$ cat src/rtl/core/rwt_pkg.sv
`default_nettype none

package rwt_pkg;

  // Event kinds carried on s_tuser
  localparam logic [2:0] ACT_BEGIN     = 3'd0;
  localparam logic [2:0] ACT_APPLY     = 3'd1;
  localparam logic [2:0] ACT_ACCEPTED  = 3'd2;
  localparam logic [2:0] ACT_FAILED    = 3'd3;
  localparam logic [2:0] ACT_CONNECTED = 3'd4;
  localparam logic [2:0] ACT_TIMED_OUT = 3'd5;
  localparam logic [2:0] ACT_CANCEL    = 3'd6;
  localparam logic [2:0] ACT_SNAPSHOT  = 3'd7;

  // Workflow stages
  localparam logic [1:0] ST_IDLE       = 2'd0;
  localparam logic [1:0] ST_AWAIT_CFG  = 2'd1;
  localparam logic [1:0] ST_APPLYING   = 2'd2;
  localparam logic [1:0] ST_AWAIT_CONN = 2'd3;

  // Begin/apply dispositions
  localparam logic [1:0] DISP_STARTED   = 2'd0;
  localparam logic [1:0] DISP_DUPLICATE = 2'd1;
  localparam logic [1:0] DISP_STALE     = 2'd2;
  localparam logic [1:0] DISP_UPDATED   = 2'd3;

  // Finish kinds
  localparam logic [1:0] FIN_NONE      = 2'd0;
  localparam logic [1:0] FIN_COMPLETED = 2'd1;
  localparam logic [1:0] FIN_FAILED    = 2'd2;

  localparam int REV_W  = 64;
  localparam int GTAG_W = 32;
  localparam int STAG_W = 16;
  localparam int CODE_W = 8;

  typedef struct packed {
    logic [2:0]        action;
    logic [REV_W-1:0]  new_revision;
    logic [GTAG_W-1:0] gen_tag;
    logic [STAG_W-1:0] seq_tag;
    logic [CODE_W-1:0] error_code;
  } event_t;

  typedef struct packed {
    logic [1:0]        disposition;
    logic              ok;
    logic [GTAG_W-1:0] gen_out;
    logic [STAG_W-1:0] seq_out;
    logic [REV_W-1:0]  rev_out;
    logic [1:0]        stage_out;
    logic [REV_W-1:0]  last_done_out;
    logic [1:0]        finish_kind;
    logic [CODE_W-1:0] fail_code;
  } result_t;

endpackage

`default_nettype wire

$ cat src/rtl/core/restart_workflow_tracker.sv
`default_nettype none

// Channel   Dir  Handshake         Payload
// s_*       in   s_tvalid/tready   s_tuser: action; s_tdata: revision, tags, error code
// m_*       out  m_tvalid/tready   m_tdata: one result per event (see port comment)
//
// Each event passes through the input register, then the state update and result
// are computed in a single combinational pass and written to the result
// register. One event per cycle is sustained while m_tready is held high; the
// input register drains whenever the result register is empty or being taken,
// so s_tready follows m_tready only when both registers hold an event.
// rst is synchronous: it clears the workflow, sets the generation counter
// to 1 and empties both registers.

module restart_workflow_tracker #(
  parameter int GEN_BITS = 32,
  parameter int SEQ_BITS = 16
) (
  input  wire          clk,
  input  wire          rst,
  input  wire          s_tvalid,
  output logic         s_tready,
  // [63:0] new_revision, [95:64] gen_tag, [111:96] seq_tag, [119:112] error_code
  input  wire  [119:0] s_tdata,
  // [2:0] action
  input  wire  [2:0]   s_tuser,
  output logic         m_tvalid,
  input  wire          m_tready,
  // [1:0] disposition, [2] ok, [34:3] gen_out, [50:35] seq_out, [114:51] rev_out,
  // [116:115] stage_out, [180:117] last_done_out, [182:181] finish_kind,
  // [190:183] fail_code, [191] zero
  output logic [191:0] m_tdata
);

  localparam int GCW = (GEN_BITS > rwt_pkg::GTAG_W) ? GEN_BITS : rwt_pkg::GTAG_W;
  localparam int SCW = (SEQ_BITS > rwt_pkg::STAG_W) ? SEQ_BITS : rwt_pkg::STAG_W;

  // Input register
  logic            in_valid;
  rwt_pkg::event_t in_ev;
  logic            advance;

  // Result register
  logic             out_valid;
  rwt_pkg::result_t res;
  rwt_pkg::result_t res_next;

  // Workflow state
  logic                busy, busy_next;
  logic [1:0]          stage, stage_next;
  logic [GEN_BITS-1:0] cur_gen, cur_gen_next;
  logic [63:0]         cur_rev, cur_rev_next;
  logic [SEQ_BITS-1:0] apply_count, apply_count_next;
  logic [GEN_BITS-1:0] gen_counter, gen_counter_next;
  logic [63:0]         last_done_rev, last_done_rev_next;

  logic       gen_match, seq_match, rev_stale, count_full;
  logic [GCW-1:0] gen_rep;
  logic [SCW-1:0] seq_rep;
  logic [63:0]    rev_rep;

  assign advance  = in_valid && (!out_valid || m_tready);
  assign s_tready = !in_valid || advance;
  assign m_tvalid = out_valid;
  // Pack disposition, the first result field, into the lowest bits
  assign m_tdata  = {1'b0, res.fail_code, res.finish_kind, res.last_done_out,
                     res.stage_out, res.rev_out, res.seq_out, res.gen_out,
                     res.ok, res.disposition};

  // Tags compare against the full stored values
  assign gen_match  = (GCW'(cur_gen) == GCW'(in_ev.gen_tag));
  assign seq_match  = (SCW'(apply_count) == SCW'(in_ev.seq_tag));
  assign rev_stale  = (in_ev.new_revision != 64'd0) &&
                      (in_ev.new_revision <= last_done_rev);
  assign count_full = (apply_count == {SEQ_BITS{1'b1}});

  always_comb begin
    busy_next          = busy;
    stage_next         = stage;
    cur_gen_next       = cur_gen;
    cur_rev_next       = cur_rev;
    apply_count_next   = apply_count;
    gen_counter_next   = gen_counter;
    last_done_rev_next = last_done_rev;
    res_next             = '0;
    res_next.disposition = rwt_pkg::DISP_STARTED;
    res_next.finish_kind = rwt_pkg::FIN_NONE;

    case (in_ev.action)
      rwt_pkg::ACT_BEGIN: begin
        if (busy) begin
          res_next.disposition = rwt_pkg::DISP_DUPLICATE;
        end else begin
          busy_next        = 1'b1;
          stage_next       = rwt_pkg::ST_AWAIT_CFG;
          cur_gen_next     = gen_counter;
          gen_counter_next = gen_counter + GEN_BITS'(1);
          cur_rev_next     = 64'd0;
          apply_count_next = '0;
        end
      end
      rwt_pkg::ACT_APPLY: begin
        if (rev_stale) begin
          res_next.disposition = rwt_pkg::DISP_STALE;
        end else if (!busy) begin
          busy_next        = 1'b1;
          stage_next       = rwt_pkg::ST_APPLYING;
          cur_gen_next     = gen_counter;
          gen_counter_next = gen_counter + GEN_BITS'(1);
          cur_rev_next     = in_ev.new_revision;
          apply_count_next = SEQ_BITS'(1);
        end else if (apply_count != '0 && cur_rev == in_ev.new_revision) begin
          res_next.disposition = rwt_pkg::DISP_DUPLICATE;
        end else if (in_ev.new_revision != 64'd0 && cur_rev != 64'd0 &&
                     in_ev.new_revision < cur_rev) begin
          res_next.disposition = rwt_pkg::DISP_STALE;
        end else begin
          cur_rev_next = in_ev.new_revision;
          // Hold the count at its ceiling
          if (!count_full) begin
            apply_count_next = apply_count + SEQ_BITS'(1);
          end
          stage_next           = rwt_pkg::ST_APPLYING;
          res_next.disposition = rwt_pkg::DISP_UPDATED;
        end
      end
      rwt_pkg::ACT_ACCEPTED, rwt_pkg::ACT_FAILED: begin
        if (busy && gen_match && seq_match && stage == rwt_pkg::ST_APPLYING) begin
          res_next.ok = 1'b1;
          if (in_ev.action == rwt_pkg::ACT_ACCEPTED) begin
            stage_next = rwt_pkg::ST_AWAIT_CONN;
          end else begin
            busy_next            = 1'b0;
            res_next.finish_kind = rwt_pkg::FIN_FAILED;
            res_next.fail_code   = in_ev.error_code;
          end
        end
      end
      rwt_pkg::ACT_CONNECTED: begin
        if (busy && stage != rwt_pkg::ST_AWAIT_CFG) begin
          if (cur_rev != 64'd0 && cur_rev > last_done_rev) begin
            last_done_rev_next = cur_rev;
          end
          busy_next            = 1'b0;
          res_next.ok          = 1'b1;
          res_next.finish_kind = rwt_pkg::FIN_COMPLETED;
        end
      end
      rwt_pkg::ACT_TIMED_OUT: begin
        // Detach only; no finish is reported
        if (busy && gen_match) begin
          busy_next   = 1'b0;
          res_next.ok = 1'b1;
        end
      end
      rwt_pkg::ACT_CANCEL: begin
        if (busy) begin
          busy_next            = 1'b0;
          res_next.ok          = 1'b1;
          res_next.finish_kind = rwt_pkg::FIN_FAILED;
          res_next.fail_code   = in_ev.error_code;
        end
      end
      default: begin
      end
    endcase

    // Closing a workflow clears its fields
    if (!busy_next) begin
      stage_next       = rwt_pkg::ST_IDLE;
      cur_gen_next     = '0;
      cur_rev_next     = 64'd0;
      apply_count_next = '0;
    end

    // Report the live workflow, or the one this event ended, else zeros
    if (busy_next) begin
      gen_rep = GCW'(cur_gen_next);
      seq_rep = SCW'(apply_count_next);
      rev_rep = cur_rev_next;
    end else if (res_next.ok) begin
      gen_rep = GCW'(cur_gen);
      seq_rep = SCW'(apply_count);
      rev_rep = cur_rev;
    end else begin
      gen_rep = '0;
      seq_rep = '0;
      rev_rep = 64'd0;
    end

    res_next.gen_out       = gen_rep[rwt_pkg::GTAG_W-1:0];
    res_next.seq_out       = seq_rep[rwt_pkg::STAG_W-1:0];
    res_next.rev_out       = rev_rep;
    res_next.stage_out     = stage_next;
    res_next.last_done_out = last_done_rev_next;
  end

  // Handshake registers
  always_ff @(posedge clk) begin
    if (rst) begin
      in_valid  <= 1'b0;
      out_valid <= 1'b0;
    end else begin
      if (s_tvalid && s_tready) begin
        in_valid <= 1'b1;
      end else if (advance) begin
        in_valid <= 1'b0;
      end
      if (advance) begin
        out_valid <= 1'b1;
      end else if (m_tready) begin
        out_valid <= 1'b0;
      end
    end
  end

  // Payload registers
  always_ff @(posedge clk) begin
    if (s_tvalid && s_tready) begin
      in_ev.action       <= s_tuser;
      in_ev.new_revision <= s_tdata[63:0];
      in_ev.gen_tag      <= s_tdata[95:64];
      in_ev.seq_tag      <= s_tdata[111:96];
      in_ev.error_code   <= s_tdata[119:112];
    end
    if (advance) begin
      res <= res_next;
    end
  end

  // Workflow state advances once per event
  always_ff @(posedge clk) begin
    if (rst) begin
      busy          <= 1'b0;
      stage         <= rwt_pkg::ST_IDLE;
      cur_gen       <= '0;
      cur_rev       <= 64'd0;
      apply_count   <= '0;
      gen_counter   <= GEN_BITS'(1);
      last_done_rev <= 64'd0;
    end else if (advance) begin
      busy          <= busy_next;
      stage         <= stage_next;
      cur_gen       <= cur_gen_next;
      cur_rev       <= cur_rev_next;
      apply_count   <= apply_count_next;
      gen_counter   <= gen_counter_next;
      last_done_rev <= last_done_rev_next;
    end
  end

endmodule

`default_nettype wire
$ cat config.mk
export PLATFORM = sky130hd
export DESIGN_NAME = restart_workflow_tracker
export DESIGN_NICKNAME = d
export VERILOG_FILES = /design/src/rtl/core/rwt_pkg.sv /design/src/rtl/core/restart_workflow_tracker.sv
export SDC_FILE = /design/constraint.sdc
export NUM_CORES = 1
export LEC_CHECK = 0
export ABC_AREA = 1
export ABC_CLOCK_PERIOD_IN_PS = 10100
export BUFFER_PORTS_ARGS = -buffer_cell sky130_fd_sc_hd__buf_2
export CORE_MARGIN = 2
export CORE_UTILIZATION = 60
export DETAILED_ROUTE_END_ITERATION = 7
export HOLD_SLACK_MARGIN = 0.12
export PLACE_DENSITY = 0.89
export SLEW_MARGIN = 20
export SYNTH_ARGS = -nofsm -noshare
export SYNTH_HDL_FRONTEND = slang
export SYNTH_SLANG_ARGS = --single-unit
export TNS_END_PERCENT = 50
$ cat constraint.sdc
create_clock -name clk -period 10.1 [get_ports clk]
set_clock_uncertainty 0.05 [all_clocks]
set_input_delay 1.01 -clock clk [delete_from_list [all_inputs] [get_ports clk]]
set_output_delay 1.01 -clock clk [all_outputs]
set_load 0.03 [all_outputs]
# Word level (Yosys, flattened, before mapping)
# Index checks and enable logic that the tools add are counted.
# word_totals
word_cells	132
register_bits	527
out_inout_bits	194
in_bits	127
# op_classes
magnitude_cmp	3
n_mux	67
addsub	2
eq_ne	13
n_reduce_logical	24
# op_table
operator	count
$mux W64	11
$mux W32	7
$mux W16	9
$pmux W32 S2	2
$pmux W64 S2	1
$reduce_bool A64 Y1	2
$eq A64 B64 Y1	1
$gt A64 B64 Y1	1
$le A64 B64 Y1	1
$lt A64 B64 Y1	1
$add A32 B1 Y32 const B	1
$eq A32 B32 Y1	1
$pmux W16 S2	1
$mux W10	3
$mux W2	11
$add A16 B1 Y16 const B	1
$eq A16 B16 Y1	1
$eq A16 B16 Y1 const B	1
$mux W1	16
$pmux W8 S2	1
$reduce_bool A16 Y1	1
$pmux W2 S3	2
$logic_and A1 B1 Y1	11
$eq A3 B3 Y1 const B	3
14 further kinds	19

# Logic depth before layout (Yosys ltp)
# Gate-level depths: netlist of run 1.
# depth
ltp_word	10
mapped_depth	25
mapped_depth_nobuf	25

# Least setup slack after synthesis of run 1
# No wires, ideal clock.
# synth_timing
path_type	input to register
start	in m_tready
end	reg cur_gen[0]
required_time_ps	9674
path_slack_ps	2488
cell_stages	7
arrival_ps	7186
path_buffers	2
setup_ps	376
path_cell_list	inv_1 nand2_1 nand2_1 clkinv_1 clkbuf_1 clkbuf_1 a21oi_1
# synth_via
elab_chain_len	2
# synth_rtl
element	line	source
start, declared	restart_workflow_tracker.sv:28	input wire m_tready,
$logic_or A1 B1 Y1	restart_workflow_tracker.sv:62	assign advance = in_valid && (!out_valid || m_tready);
$logic_and A1 B1 Y1	restart_workflow_tracker.sv:62	
named net advance	restart_workflow_tracker.sv:41	logic advance;
end signal, assigned	restart_workflow_tracker.sv:244	cur_gen <= cur_gen_next;
end, declared	restart_workflow_tracker.sv:51	logic [GEN_BITS-1:0] cur_gen, cur_gen_next;
# The timed path passes the listed nets, and every way through them passes these cells.
# A chain may end at the register's enable or synchronous reset.

==> results.json, run 1 <==
{
  "status": "completed",
  "synthArstFlopShare": 0,
  "rr_worst_depth": 12,
  "static-leakage-power_uw": 0.01414,
  "fin_crit_sh": 0.4799,
  "io_pins": 321,
  "finalSetupViolations": 0,
  "tightest_slew_ns": 1.133,
  "final-hold-violation-count": 0,
  "h-tree-depth": 2,
  "root_buffer": "clkbuf_16",
  "grt_util_all_layers": 0.3178,
  "dpl_cell_area_um2": 30930,
  "holdPathEnd": "gen_counter[0]$_SDFFE_PP1P_",
  "drt-total-wl_mm": 81.01,
  "syn_area_um2": 29160,
  "syn_inst": 3363,
  "syn-num-nets": 3685,
  "cts.sinks": 527,
  "die_height_um": 224.5,
  "relSlewSlack": 0.2450,
  "antenna_found_initial": 4,
  "synth_top_area_share": 0.3234,
  "clock_tree.buffer_depth": 3,
  "initial_core_util": 0.6094,
  "crit_type": "register to register",
  "dp_hpwl_mm": 55.21,
  "rr_startpoint": "in_ev[122]$_DFFE_PP_",
  "area_delta_synth_final_pct": 12.34,
  "hp-class": "register to register",
  "cts_tree": "done",
  "grt_max_degree": 219,
  "synth-main-ff-cell": "edfxtp_1",
  "clkLatencyLatePin_ns": 0.62,
  "yosysTopAreaCell": "edfxtp_1",
  "row_count": 80,
  "place_congestion": 0.9551,
  "post-cts-setup-buffers": 0,
  "r2r-end": "m_tdata[81]$_DFFE_PP_",
  "port_buffers": 319,
  "die-area_um2": 50380,
  "powerDensity_nw_per_um2": 167.1,
  "min_period_ns": 4.847,
  "critPathLaunchType": "register",
  "cts_buffers": 55,
  "grt_pass1_wl_mm": 127.1,
  "synth.area.top_cells": "edfxtp_1, dfxtp_1, nand2_1",
  "clkTransAtPathRegs_ns": 0.07,
  "overflow": 0,
  "final_nets": 3918,
  "postSynthAreaPerCell_um2": 8.671,
  "tns_ns": 0,
  "drc": 0,
  "utilization": 0.6846,
  "crit_required_ns": 10.47,
  "yosys_register_bits": 527,
  "r2r_slack_ns": 5.25,
  "synth_cell_type_count": 47,
  "worstPathMaxFanout": 89,
  "slew_violations": 0,
  "avgRoutedWirePerCell_um": 19.03,
  "vias": 25430,
  "yosysMostFrequentCell": "nand2_1",
  "synth_common_cells": "nand2_1, inv_1, edfxtp_1",
  "cts_resized": 0,
  "worstSetupEndpointType": "register",
  "min-delay-start": "gen_counter[0]$_SDFFE_PP1P_",
  "cap_violations": 0,
  "hold_buffers": 0,
  "crit_arrival_ns": 5.22,
  "fmax_mhz": 206.3,
  "ys_warn_count": 0,
  "antenna_left": 0,
  "antennaDiodeCount": 0,
  "synth-edff-count": 314,
  "die_w_um": 224.5,
  "vias_per_cell": 5.971,
  "holdPathStages": 2,
  "grt_pass1_vias": 23970,
  "core_um2": 47850,
  "grt_setup_unrepaired": "no",
  "layout.cell_area.non_filler_um2": 32760,
  "layout-drive-gt1-share": 0.1589,
  "firstDrtPassIters": 6,
  "synth-seq-area-share": 0.4696,
  "peakVddDrop_mv": 0.1373,
  "drt-initial-drc-count": 2830
}
[sequential cells by signal (all words and copies together) (netlist names)]
signal,flops
in_valid,1
apply_count,16
last_done_rev,64
cur_gen,32
m_tdata,191
cur_rev,64
stage,2
m_tvalid,1
gen_counter,32
in_ev,123
busy,1
[final cells by class]
cell class                      count  area [µm²]
Inverter                          405        1533
Fill cell                        3709       15090
Sequential cell                   527       13690
Clock inverter                     27       267.8
Multi-Input combinational cell   2269       13190
Timing Repair Buffer              338        1755
Clock buffer                       77        1550
Tap cell                          615       769.5
[kinds of logic (layout without fill, tap and decap cells)]
group / count (synthesis) / count (layout) / share of synthesized area
adder cells (fa/ha/maj): 195 / 195 / 0.08367
flip-flops: 527 / 527 / 0.4696
AND/OR/NAND/NOR: 1353 / 1353 / 0.1985
XOR/XNOR: 43 / 43 / 0.01292
buffers and inverters: 567 / 847 / 0.07977
AO/OA/AOI/OAI: 677 / 677 / 0.1554
other: 1 / 1 / 0.0001286
[through the flow]
stage	hold WS, ns	worst slack [ns]	cells	total power (µW)
finish	0.4552	5.253	4258	5474
global route	0.4769	4.968	4258	5679
CTS	0.4490	5.106	4258	5476
detailed placement	0.4432	5.147	4154	3442
global placement	0.4285	5.274	4154	3411
floorplan	0.4052	2.488	3363	3193
[per-layer routing]
layer	track usage	wire [µm]	up-vias
met4	0.1534	3864	8
met1	0.4040	30890	11780
met5	0	61	-
li1	-	-	12060
met2	0.5264	38420	1339
met3	0.05683	7770	245
[worst max-delay path by stage]
stage / start / endpoint / slack, ns / depth (start not counted)
floorplan: m_tready / cur_gen[0]$_SDFFE_PP0P_ / 2.49 / 7
global placement: in_ev[122]$_DFFE_PP_ / m_tdata[72]$_DFFE_PP_ / 5.27 / 12
detailed placement: in_ev[122]$_DFFE_PP_ / m_tdata[69]$_DFFE_PP_ / 5.15 / 12
CTS: in_ev[122]$_DFFE_PP_ / m_tdata[69]$_DFFE_PP_ / 5.11 / 12
global route: in_ev[122]$_DFFE_PP_ / m_tdata[6]$_DFFE_PP_ / 4.97 / 12
finish: in_ev[122]$_DFFE_PP_ / m_tdata[81]$_DFFE_PP_ / 5.25 / 12
[cells in the final DEF, fill, tap and decap left out, types with 44 or more instances in the layout]
master / instances
a21oi_1: 293
buf_2: 319
clkbuf_16: 56
dfxtp_1: 213
edfxtp_1: 314
ha_1: 195
inv_1: 388
nand2_1: 706
nand3_1: 306
nand4_1: 54
nor2_1: 196
nor3_1: 44
o21ai_0: 164
o31ai_2: 112
[critical path, stage by stage (launching register included)]
cell	delay, ns
edfxtp_1	0.47
nor2_1	0.20
inv_2	0.10
nor2_4	0.07
buf_4	0.49
inv_2	0.51
nor2_1	0.42
nor2_1	0.13
nand4_4	0.12
buf_4	0.79
buf_6	0.75
nand3_1	0.27
o31ai_2	0.16
[power breakdown]
| part | total, µW | internal (µW) | switching [µW] |
|---|---|---|---|
| logic | 919 | 281 | 638 |
| clock network | 2050 | 1180 | 873 |
| registers | 2500 | 2410 | 96.7 |
| total | 5470 | 3870 | 1610 |
Power figures use the tool's default switching activity.
==> inputs of run 2 (changes only) <==
ABC_AREA = 0   (was 1)
ABC_CLOCK_PERIOD_IN_PS = 4000   (was 10100)
CORE_UTILIZATION = 53   (was 60)
PLACE_DENSITY = 0.85   (was 0.89)
clock period = 4 ns   (was 10.1 ns; I/O delays follow)
==> run 2 against run 1 <==
Clock power up 140%. Die area is 2.9% lower. Non-clock buffer count up 252. Register-to-register slack worse by 5.2 ns. Core utilization down 1.1 points. Critical endpoint is now cur_rev[13]$_SDFFE_PP0P_. Largest cell class unchanged.
==> results.json, run 2 <==
{
  "status": "completed",
  "peakVddDrop_mv": 0.4528,
  "cts.sinks": 527,
  "busiest_layer": "met2",
  "cp_num_buf_inv": 4,
  "cap_violations": 0,
  "avgRoutedWirePerCell_um": 22.40,
  "vias_per_cell": 6.059,
  "static-leakage-power_uw": 0.01272,
  "cpPeakStageDelay_ns": 0.44,
  "met1_usage": 0.4019,
  "synth_top_area_share": 0.3773,
  "syn_inst": 2224,
  "antenna_left": 0,
  "vias": 20680,
  "core_um2": 46560,
  "die_height_um": 221.1,
  "crit_required_ns": 4.42,
  "clkLatencyLatePin_ns": 0.61,
  "synth-seq-area-share": 0.5480,
  "die_w_um": 221.1,
  "yosys_register_bits": 527,
  "grt_util_all_layers": 0.3040,
  "powerDensity_nw_per_um2": 385.1,
  "critPathLaunchType": "register",
  "grt_pass1_vias": 20600,
  "die-area_um2": 48900,
  "grt_max_degree": 124,
  "initial_core_util": 0.5367,
  "finalSetupViolations": 0,
  "synth-edff-count": 314,
  "slew_violations": 0,
  "p_total_uw": 12080,
  "drt-initial-drc-count": 2181,
  "worstSetupEndpointType": "register",
  "final-hold-violation-count": 0,
  "h-tree-depth": 2,
  "grt_setup_unrepaired": "yes",
  "final_common_cell": "buf_2",
  "synth-main-ff-cell": "edfxtp_1",
  "crit_slowest_cell": "nor4_2",
  "rr_worst_depth": 14,
  "synth_cell_type_count": 72,
  "drt-total-wl_mm": 76.45,
  "synthArstFlopShare": 0,
  "syn_area_um2": 24990,
  "clkTransAtPathRegs_ns": 0.07,
  "relSlewSlack": 0.4413,
  "largest_reg_flops": 191,
  "final_nets": 3084,
  "crit_family": "simple AND/OR/NAND/NOR gates",
  "place_congestion": 0.9469,
  "path_depth": 14,
  "firstDrtPassIters": 5,
  "cp_cell_sequence": "buf_4 -> ha_1 -> nand4_1 -> nor4_2 -> nand4b_1 -> buf_4 -> or2_2 -> o21a_1 -> nor2_1 -> buf_4 -> a211oi_4 -> and2_2 -> buf_12 -> a22o_1",
  "syn-num-nets": 2546,
  "min_period_ns": 3.972,
  "tns_ns": 0,
  "row_count": 79,
  "r2r_slack_ns": 0.03,
  "fin_crit_sh": 0.9931,
  "overflow": 0,
  "crit_type": "register to register",
  "grtUsageMet3": 0.04555,
  "worstPathMaxFanout": 23,
  "mostFrequentLayoutCells": "buf_2, edfxtp_1, dfxtp_1",
  "port_buffers": 319,
  "antenna_found_initial": 2,
  "cts_tree": "done",
  "root_buffer": "clkbuf_16",
  "io_pins": 321,
  "cts_buffers": 52,
  "yosysMostFrequentCell": "edfxtp_1",
  "grt_pass1_wl_mm": 117.3,
  "crit_arrival_ns": 4.39,
  "holdPathStages": 2,
  "ys_warn_count": 0,
  "fmax_mhz": 251.7,
  "crit_top_cell": "buf_4",
  "met2_usage": 0.5086,
  "yosysTopAreaCell": "edfxtp_1",
  "synth.area.top_cells": "edfxtp_1, dfxtp_1, ha_1",
  "hp-class": "primary input to register",
  "tightest_slew_ns": 0.8381,
  "postSynthAreaPerCell_um2": 11.24,
  "dp_hpwl_mm": 52.27,
  "synth_common_cells": "edfxtp_1, dfxtp_1, ha_1",
  "area_delta_synth_final_pct": 25.59,
  "nFillCells": 3329,
  "drc": 0,
  "layout-drive-gt1-share": 0.2103,
  "clock_tree.buffer_depth": 3
}
-- run 2: cell types whose count changed in the layout (fill, tap and decap cells not counted), moves of 114 or more --
cell	before	now
a21oi_1	293	100
buf_4	17	131
inv_1	388	151
nand2_1	706	161
nand3_1	306	40
a22o_1	0	190
dlygate4sd3_1	0	126
-- run 2: metal layers --
layer,routed length (µm),vias to the layer above
met1,30490,10030
met5,15,-
met4,2680,2
li1,-,9421
met2,36940,1060
met3,6325,164
-- run 2: metrics by stage --
stage | setup slack, ns | hold WS (ns) | instance area [µm²] | cells | util
floorplan | -0.2712 | 0.4204 | 24990 | 2224 | -
global placement | -0.06620 | 0.4217 | 28160 | 3179 | 0.6049
detailed placement | -0.05393 | 0.4333 | 28160 | 3179 | 0.6049
CTS | 0.02276 | 0.2330 | 31130 | 3402 | 0.6686
global route | -0.08267 | 0.2759 | 31380 | 3412 | 0.6740
finish | 0.02751 | 0.2461 | 31380 | 3413 | 0.6741
-- run 2: repair_timing --
item	in CTS	in global routing
pin swaps	0	10
hold buffers	126	0
cloned	0	1
setup endpoints to repair	77	186
gates resized for setup	4	29
endpoints found under the hold margin	125	0
buffers inserted	0	9
-- run 2: cell families (layout without fill, tap and decap cells) --
| family | count (synthesis) | count (layout) | synth area share |
|---|---|---|---|
| flops | 527 | 527 | 0.5480 |
| xor+xnor | 64 | 64 | 0.02243 |
| fa+ha+maj | 195 | 195 | 0.09764 |
| other cells | 1 | 2 | 0.0001501 |
| compound gates | 545 | 545 | 0.1513 |
| mux | 69 | 69 | 0.02769 |
| simple gates | 565 | 565 | 0.1124 |
| buf+inv | 258 | 839 | 0.04041 |
-- run 2: worst register-to-register path, cell delays in order (launching register included) --
cell and delay, ns:
edfxtp_1 0.42, buf_4 0.18, ha_1 0.32, nand4_1 0.26, nor4_2 0.44, nand4b_1 0.27
buf_4 0.22, or2_2 0.31, o21a_1 0.12, nor2_1 0.17, buf_4 0.21, a211oi_4 0.09
and2_2 0.31, buf_12 0.20, a22o_1 0.26
-- run 2: final timing paths --
check	start	to
worst min register to register	apply_count[14]$_SDFFE_PP0P_	apply_count[14]$_SDFFE_PP0P_
worst max-delay path	in_ev[94]$_DFFE_PP_	cur_rev[13]$_SDFFE_PP0P_
worst min-delay path	rst	gen_counter[10]$_SDFFE_PP0P_
worst max register to register	in_ev[94]$_DFFE_PP_	cur_rev[13]$_SDFFE_PP0P_
-- run 2: cell type report --
type                            count  area [µm²]  share of cell area
Clock inverter                     37       331.6             0.01057
Clock buffer                       60        1351             0.04306
Inverter                          152       578.1             0.01842
Tap cell                          607       759.5             0.02420
Multi-Input combinational cell   1439       10520              0.3352
Sequential cell                   527       13700              0.4365
Antenna cell                        1       2.502          0.00007974
Timing Repair Buffer              590        4141              0.1320
-- run 2: power by group --
group          leakage [µW]  switching, µW  internal, µW
clock network      0.000816           2140          2750
registers           0.00466            104          5930
logic               0.00724            733           434
total                0.0127           2970          9110
